[config.mk]
export PLATFORM = sky130hd
export DESIGN_NAME = cpp_out_fifo
export DESIGN_NICKNAME = d
export VERILOG_FILES = /design/src/design/cpp_pkg.sv /design/src/design/cpp_out_fifo.sv
export VERILOG_INCLUDE_DIRS = /design/src /design/src/design
export SDC_FILE = /design/constraint.sdc
export NUM_CORES = 1
export LEC_CHECK = 0
export BUFFER_PORTS_ARGS = -buffer_cell sky130_fd_sc_hd__buf_2
export CELL_PAD_IN_SITES_DETAIL_PLACEMENT = 0
export CELL_PAD_IN_SITES_GLOBAL_PLACEMENT = 2
export CORE_MARGIN = 2
export CORE_UTILIZATION = 30
export CTS_CLUSTER_SIZE = 25
export DETAILED_ROUTE_END_ITERATION = 16
export PLACE_DENSITY_LB_ADDON = 0.1
export REMOVE_ABC_BUFFERS = 1
export SLEW_MARGIN = 20
export SYNTH_ARGS = -nofsm -noshare
export SYNTH_HDL_FRONTEND = slang
export SYNTH_SLANG_ARGS = --single-unit
[constraint.sdc]
create_clock -name clk -period 1.7 [get_ports clk]
set_input_delay 0 -clock clk [delete_from_list [all_inputs] [get_ports clk]]
set_output_delay 0 -clock clk [all_outputs]
set_load 0.02 [all_outputs]
[src/design/chaotic_pixel_permuter_unit_defines.svh]
// ----------------------------------------------------------------------------
// Chaotic pixel permuter assertion macros
// Shared concurrent assertion forms for the permuter modules.
// ----------------------------------------------------------------------------
`ifndef CHAOTIC_PIXEL_PERMUTER_UNIT_DEFINES_SVH
`define CHAOTIC_PIXEL_PERMUTER_UNIT_DEFINES_SVH

// A condition that must hold at every clock edge out of reset.
`define CPP_ASSERT_ALWAYS(label, clk, rst_n, cond, msg) \
  label: assert property (@(posedge clk) disable iff (!rst_n) (cond)) \
    else $error(msg);

// A condition that must hold whenever its trigger holds.
`define CPP_ASSERT_IMPLY(label, clk, rst_n, ante, cons, msg) \
  label: assert property (@(posedge clk) disable iff (!rst_n) (ante) |-> (cons)) \
    else $error(msg);

`endif

[src/design/cpp_pkg.sv]
// ----------------------------------------------------------------------------
// Chaotic pixel permuter package
// Constants, codes and shared types of the pixel permuter.
// ----------------------------------------------------------------------------
package cpp_pkg;

  // Default frame capacity and register defaults.
  localparam int MAX_PIXELS_DEF = 65536;
  localparam int MIN_PIXELS     = 2;
  localparam int COUNT_W        = 17;
  localparam int SEED_W         = 32;
  localparam logic [COUNT_W-1:0] COUNT_RST = 17'd65536;
  localparam logic [SEED_W-1:0]  SEED_RST  = 32'd1288490189;

  // Configuration port.
  localparam int CFG_W      = 32;
  localparam int CFG_ADDR_W = 2;
  localparam logic [CFG_ADDR_W-1:0] CFG_DIRECTION   = 2'd0;
  localparam logic [CFG_ADDR_W-1:0] CFG_PIXEL_COUNT = 2'd1;
  localparam logic [CFG_ADDR_W-1:0] CFG_CHAOS_SEED  = 2'd2;

  // Item kinds.
  localparam int KIND_W = 2;
  localparam logic [KIND_W-1:0] KIND_START = 2'd0;
  localparam logic [KIND_W-1:0] KIND_LOAD  = 2'd1;
  localparam logic [KIND_W-1:0] KIND_READ  = 2'd2;

  // Direction codes.
  localparam logic DIR_SCRAMBLE   = 1'b0;
  localparam logic DIR_UNSCRAMBLE = 1'b1;

  // Result queue sizing.
  localparam int OUT_DEPTH = 4;
  localparam int OUT_PTR_W = 2;
  localparam int OUT_CNT_W = 3;

  typedef struct packed {
    logic [7:0] red;
    logic [7:0] green;
    logic [7:0] blue;
  } pixel_t;

  typedef struct packed {
    logic   last;
    logic   err;
    pixel_t pix;
  } out_item_t;

endpackage

[src/design/cpp_out_fifo.sv]
// ----------------------------------------------------------------------------
// Result queue
// Small register queue between the read pipeline and the result channel.
// ----------------------------------------------------------------------------
`include "chaotic_pixel_permuter_unit_defines.svh"

module cpp_out_fifo (
  input  logic                      clk,
  input  logic                      rst_n,
  input  logic                      push_i,
  input  cpp_pkg::out_item_t        item_i,
  input  logic                      pop_i,
  output logic                      valid_o,
  output cpp_pkg::out_item_t        item_o
);

  cpp_pkg::out_item_t                  q_r [cpp_pkg::OUT_DEPTH];
  logic [cpp_pkg::OUT_PTR_W-1:0]       wr_ptr_r;
  logic [cpp_pkg::OUT_PTR_W-1:0]       rd_ptr_r;
  logic [cpp_pkg::OUT_CNT_W-1:0]       cnt_r;
  logic                                pop;

  assign pop = pop_i && (cnt_r != '0);

  // Pointers and fill level.
  always_ff @(posedge clk) begin
    if (!rst_n) begin
      wr_ptr_r <= '0;
      rd_ptr_r <= '0;
      cnt_r    <= '0;
    end else begin
      if (push_i) wr_ptr_r <= wr_ptr_r + cpp_pkg::OUT_PTR_W'(1);
      if (pop) rd_ptr_r <= rd_ptr_r + cpp_pkg::OUT_PTR_W'(1);
      unique case ({push_i, pop})
        2'b10:   cnt_r <= cnt_r + cpp_pkg::OUT_CNT_W'(1);
        2'b01:   cnt_r <= cnt_r - cpp_pkg::OUT_CNT_W'(1);
        default: cnt_r <= cnt_r;
      endcase
    end
  end

  // Entry storage.
  always_ff @(posedge clk) begin
    if (push_i) q_r[wr_ptr_r] <= item_i;
  end

  assign valid_o = (cnt_r != '0);
  assign item_o  = q_r[rd_ptr_r];

  `CPP_ASSERT_IMPLY(a_no_overflow, clk, rst_n, push_i && !pop,
    cnt_r < cpp_pkg::OUT_CNT_W'(cpp_pkg::OUT_DEPTH), "result queue overflow")

endmodule

# After elaboration in Yosys (flattened, before gate mapping)
# Memory sizes are Yosys's and may differ from the RTL's. A register that Yosys moved wholly into a read port is not among the register bits.
# Index checks and enable logic that the tools add are counted.
# op_classes
addsub,4
eq_ne,2
n_reduce_logical,3
n_shift,0
bitwise_logic,0
multipliers,0
mux,5
magnitude_cmp,0
div,0
# op_table
cell,count
3-bit one-hot mux with 2 select lines,1
"2-bit by 1-bit adder with 2-bit output, second input constant",2
2-bit 2-to-1 mux,2
"3-bit by 1-bit adder with 3-bit output, second input constant",1
3-bit nonzero test,1
"3-bit by 1-bit subtractor with 3-bit output, second input constant",1
"2-bit by 1-bit equality test with 1-bit output, second input constant",1
"2-bit equality test, second input constant",1
1-bit 2-to-1 mux,2
2-bit nonzero test,1
1-bit logical AND,1
# totals
output_inout_bits,27
regBits,7
rom_bits,0
wordCells,18
latchBits,0
inputBits,30
memories,1
mem_bits_rw,104
# memory_table
name,words,width,read_ports,rd_ports_with_merged_regs,write_ports,line_no,source
q_r,4,26,1,1,1,cpp_out_fifo.sv:17,cpp_pkg::out_item_t q_r [cpp_pkg::OUT_DEPTH];

# Longest topological paths before layout
# logic_depth
ltp_word,4
depth_mapped,7
mapped_depth_nobuf,7

# Worst setup path before layout
# OpenSTA, ideal clock, no wires.
# synth_path
kind,register to register
from,register cnt_r[0] (netlist name)
to,register cnt_r[2] (netlist name)
slack_ps,-85
stages_incl_launch_ff,8
arrival_ps,1710
synth_period_minus_slack_ps,1785
path_cell_list,dfxtp_1 -> o31a_1 -> ha_1 -> inv_1 -> fa_1 -> xor2_1 -> or3_1 -> a21boi_0
# synth_via
elab_chain_len,4
# synth_rtl
item,line_no,source
"start, declared",cpp_out_fifo.sv:20,logic [cpp_pkg::OUT_CNT_W-1:0] cnt_r;
"start signal, assigned",cpp_out_fifo.sv:35,2'b10: cnt_r <= cnt_r + cpp_pkg::OUT_CNT_W'(1);
"start signal, assigned",cpp_out_fifo.sv:36,2'b01: cnt_r <= cnt_r - cpp_pkg::OUT_CNT_W'(1);
"start signal, assigned",cpp_out_fifo.sv:37,default: cnt_r <= cnt_r;
3-bit nonzero test (*),cpp_out_fifo.sv:23,assign pop = pop_i && (cnt_r != '0);
1-bit logical AND (*),cpp_out_fifo.sv:23,
named net pop,cpp_out_fifo.sv:21,logic pop;
2-bit by 1-bit equality test with 1-bit output / 2-bit equality test (equally long branches),cpp_out_fifo.sv:34,"unique case ({push_i, pop})"
3-bit one-hot mux with 2 select lines / 2-bit nonzero test (equally long branches),--,
# Mark *: on every way through the listed nets, which the timed path passes. The rest lies on a longest branch.
# A chain may end at the register's enable or synchronous reset.

==> metrics list <==
- The internal portion of the total power is 6480 uW.
- Residual DRC count: 0
- TritonCTS clock tree: built
- Simple-gate portion of the synthesized area: 2.00%
* Multiplexer fraction of the synthesized cell area: 14.5%
- Cells with a size suffix above 1 make up 41.4% of the layout.
- Leakage power total: 0.00205 uW
* Via count of the first global-routing pass: 2349
* Share of synthesized area occupied by flip-flops and latches: 77.6%
- The pre-antenna-repair detailed-routing pass consisted of 6 iterations.
- Start-to-end type of the worst setup path: register to output port
- Share of total power in sequential cells: 38.5%
* Power density over the cells: 1470 nW/um^2
* Category of cells accounting for the largest share of critical-path delay: multiplexers
- Detailed-route via count: 2135
- In this run the number of cells on the critical path is 4.
* Total CTS buffers: 17
- Synthesized-area fraction occupied by adder cells: 1.94%
- The max-slew violation count is 0.
- The detail route stage leaves a number of antenna-violating nets equal to 0.
* Synth area leader: sky130_fd_sc_hd__edfxtp_1
* Critical Path AT: 1740 ps
* Count of endpoints failing setup in the final report: 6
- Static timing analysis puts the maximum clock frequency at 576 MHz.
* Sink count of the clock tree: 113
* Global-route usage over all layers: 12.7%
* Port Buf Inserts: 56
* DIE HEIGHT: 123 um
- Top cells by area, synth: sky130_fd_sc_hd__edfxtp_1 (73%), sky130_fd_sc_hd__mux4_2 (11%), sky130_fd_sc_hd__dfxtp_1 (4.2%)
* Clock input transition at the sequential cells of the worst setup and hold paths: 50 ps
- Count of synthesis-stage warnings from yosys: 0
- The path class of the tightest hold or removal check is primary input to register.
- Number of endpoints with negative hold slack in the final report: 0
* Power spent charging and discharging nets: 2130 uW
* Transition time of the tightest slew-check pin: 762 ps
* Seq. cell area: 3310 um^2
* Clock Latency Late Sink: 400 ps
* Per-cell routed wire length: 17.3 um
- The signal on the critical path passes through buf_6 > buf_16 > mux4_2 > buf_6.
* Post-synth EDFFs: 104
- Maximum buffer depth of the clock tree: 2
- Power after layout: 8620 uW
* Dominant combinational cell family by area after synthesis: multiplexers
* Worst rel slew slack: 49.2%
- H-tree levels: 4
* Min Tclk post-route: 1740 ps
- The tree is rooted in a sky130_fd_sc_hd__clkbuf_16.
* Area fraction of the dominant cell type after synthesis: 73.4%
* Area fraction in compound gates after synthesis: 0.823%
* Reg2Reg Depth: 7
* Net count reported at finish: 332
- Post-synthesis async set-or-reset flop share: 0%
- Required time reported for the critical path endpoint: 1700 ps
- Worst path buffer plus inverter count: 3
- Once the floorplan was initialized, standard cells occupied 30.7% of the core.
- IR analysis of the VDD net gives a maximum drop of 0.000584 V.
- Pin placement for this block handled 57 I/O pins.
- Cell depth of the worst hold path: 4
- Switching share of power: 24.7%
- Of all nets on the critical path, the largest fanout is 5.
- In this design, the stage delay of the slowest critical-path cell is 510 ps.
* Number of inserted filler cells in the final layout: 1254
* Primary flip-flop cell chosen by synthesis mapping: sky130_fd_sc_hd__edfxtp_1
- Final std cells w/o fill: 489
* Crit start category: register
- The area growth from synthesis to layout is 37.6%.
- Post-Synthesis Cell Area: 4260 um^2
* Global-route wire length before repair: 13200 um
- Before CTS, the worst setup slack after placement is -149 ps.
* Die Area: 15200 um^2
* Clock Skew: 5.29 ps
- Max-cap viol count: 0
* Row count: 43
* Die width: 123 um
* WL final: 8450 um
- The final reports fail on negative setup slack.
* Type of destination of the critical path: output port
- Combinational cells account for 24.1% of the total power.
- Cell variety after synth: 22
- Setup repair after global routing could not meet its margin everywhere.
- Summing all multi-input logic gate instances after layout gives 853 um^2.
* Post-Syn Instances: 182
- Library cell contributing the largest single delay on the critical path: sky130_fd_sc_hd__mux4_2
* Iteration-0 DRC Markers: 141
- Placed wire-length estimate after detailed placement: 4720 um
- Via-per-instance ratio: 4.37
- Summing the areas of all xor and xnor instances in the mapped netlist gives 1.03% of the synthesized area.
- Grt ovf: 0
- In this design, the critical path's most frequently occurring cell is sky130_fd_sc_hd__buf_6.
- Once placement completed, the tool counted placed cells totaling 424.
- 0 antenna diodes ended up in the layout.
- Count of state elements after synthesis: 113
* Core Footprint: 13900 um^2
* Portion of total power attributed to the clock network: 37.4%
- Final period util: 102%
* Pin count of the biggest net entering global routing: 27
- The initial antenna violation count is 0.
- Final setup margin: -36.1 ps
- Routability Congestion: 0.679
- The run finished, with violations left.
- Post-synthesis average cell area: 23.4 um^2
## routing by layer
| layer | vias to the layer above | track usage (%) | wire (um) | part of all wire (%) |
|---|---|---|---|---|
| met5 | - | 0 | 0 | 0 |
| li1 | 977 | - | - | - |
| met2 | 56 | 19.8 | 4160 | 49 |
| met3 | 11 | 4.61 | 374 | 4.4 |
| met1 | 1091 | 15.5 | 3760 | 45 |
| met4 | 0 | 6.39 | 150 | 1.8 |
## layout make-up
class	instances	share of cell area, %
tap	180	3.85
clock buffer	22	7.58
inverter	6	0.385
multi-input combinational	57	14.6
timing repair buffer	101	15.6
clock inverter	10	1.58
sequential	113	56.5
## path summary, 6_finish.rpt
path | start | to | slack [ps]
setup / recovery | register | item_o[11] | -40
hold / removal | pop_i | rd_ptr_r[1] | 90
setup reg to reg | cnt_r[1] | cnt_r[2] | -20
hold reg to reg | wr_ptr_r[1] | wr_ptr_r[1] | 570
## cells in the mapped netlist (all sizes together), types with 2 or more instances
cell	count
ha	5
and2	8
nor2b	3
xnor2	3
buf	5
dfxtp	9
xor2	2
inv	6
o21ai	2
mux4	26
edfxtp	104
or3	2
## power groups by stage
stage / Sequential [uW] / Clock (uW) / Combinational, uW
floorplan: 3440 / 0 / 894
global placement: 3340 / 0 / 1600
detailed placement: 3350 / 0 / 1600
CTS: 3310 / 3310 / 2150
global route: 3340 / 3450 / 2240
finish: 3320 / 3220 / 2080
## timing repair
| action | CTS | global route |
|---|---|---|
| buffers inserted | 5 | 1 |
| gates cloned | 3 | 0 |
| hold buffers | 28 | 0 |
| pin swaps | 1 | 0 |
| setup endpoints to repair | 23 | 53 |
| resized for setup | 49 | 29 |
| hold endpoints to repair | 113 | 0 |
## flip-flops by register name (all words and copies together) (netlist names), named ones only
register  cells
q_r         104
cnt_r         3
rd_ptr_r      2
wr_ptr_r      2
## through the flow
stage                     TNS, ps  hold WS [ps]  instance area (um^2)  util [%]
final                        -176          86.6                  5860      42.2
after global routing         -703           109                  5860      42.2
after CTS                    -891          73.4                  5850      42.1
after detailed placement     -149           223                  4800      34.6
after global placement       -131           217                  4800      34.6
after floorplan             -4870          98.9                  4190         -
## layout by cell type (no fill, tap or decap), types with 4 or more instances in the layout
cell                              n
sky130_fd_sc_hd__mux4_2          26
sky130_fd_sc_hd__buf_4           11
sky130_fd_sc_hd__buf_2           30
sky130_fd_sc_hd__dfxtp_1          7
sky130_fd_sc_hd__edfxtp_1       104
sky130_fd_sc_hd__clkinv_1         6
sky130_fd_sc_hd__and2_1           4
sky130_fd_sc_hd__ha_1             4
sky130_fd_sc_hd__inv_1            6
sky130_fd_sc_hd__buf_6           28
sky130_fd_sc_hd__clkbuf_1         5
sky130_fd_sc_hd__dlygate4sd3_1   28
sky130_fd_sc_hd__clkbuf_16       17
## kinds of logic after synthesis
group / count (synthesis)
buffers and inverters: 12
multiplexers: 27
XOR/XNOR: 5
flip-flops: 113
adder cells (fa/ha/maj): 6
AO/OA/AOI/OAI: 5
AND/OR/NAND/NOR: 14
## worst min-delay path, cell delays in order
cell and delay, ps:
sky130_fd_sc_hd__buf_2 110, sky130_fd_sc_hd__o311ai_1 100, sky130_fd_sc_hd__xnor2_1 70, sky130_fd_sc_hd__and2_1 160
Note: power is estimated with default switching activity, not from simulation.
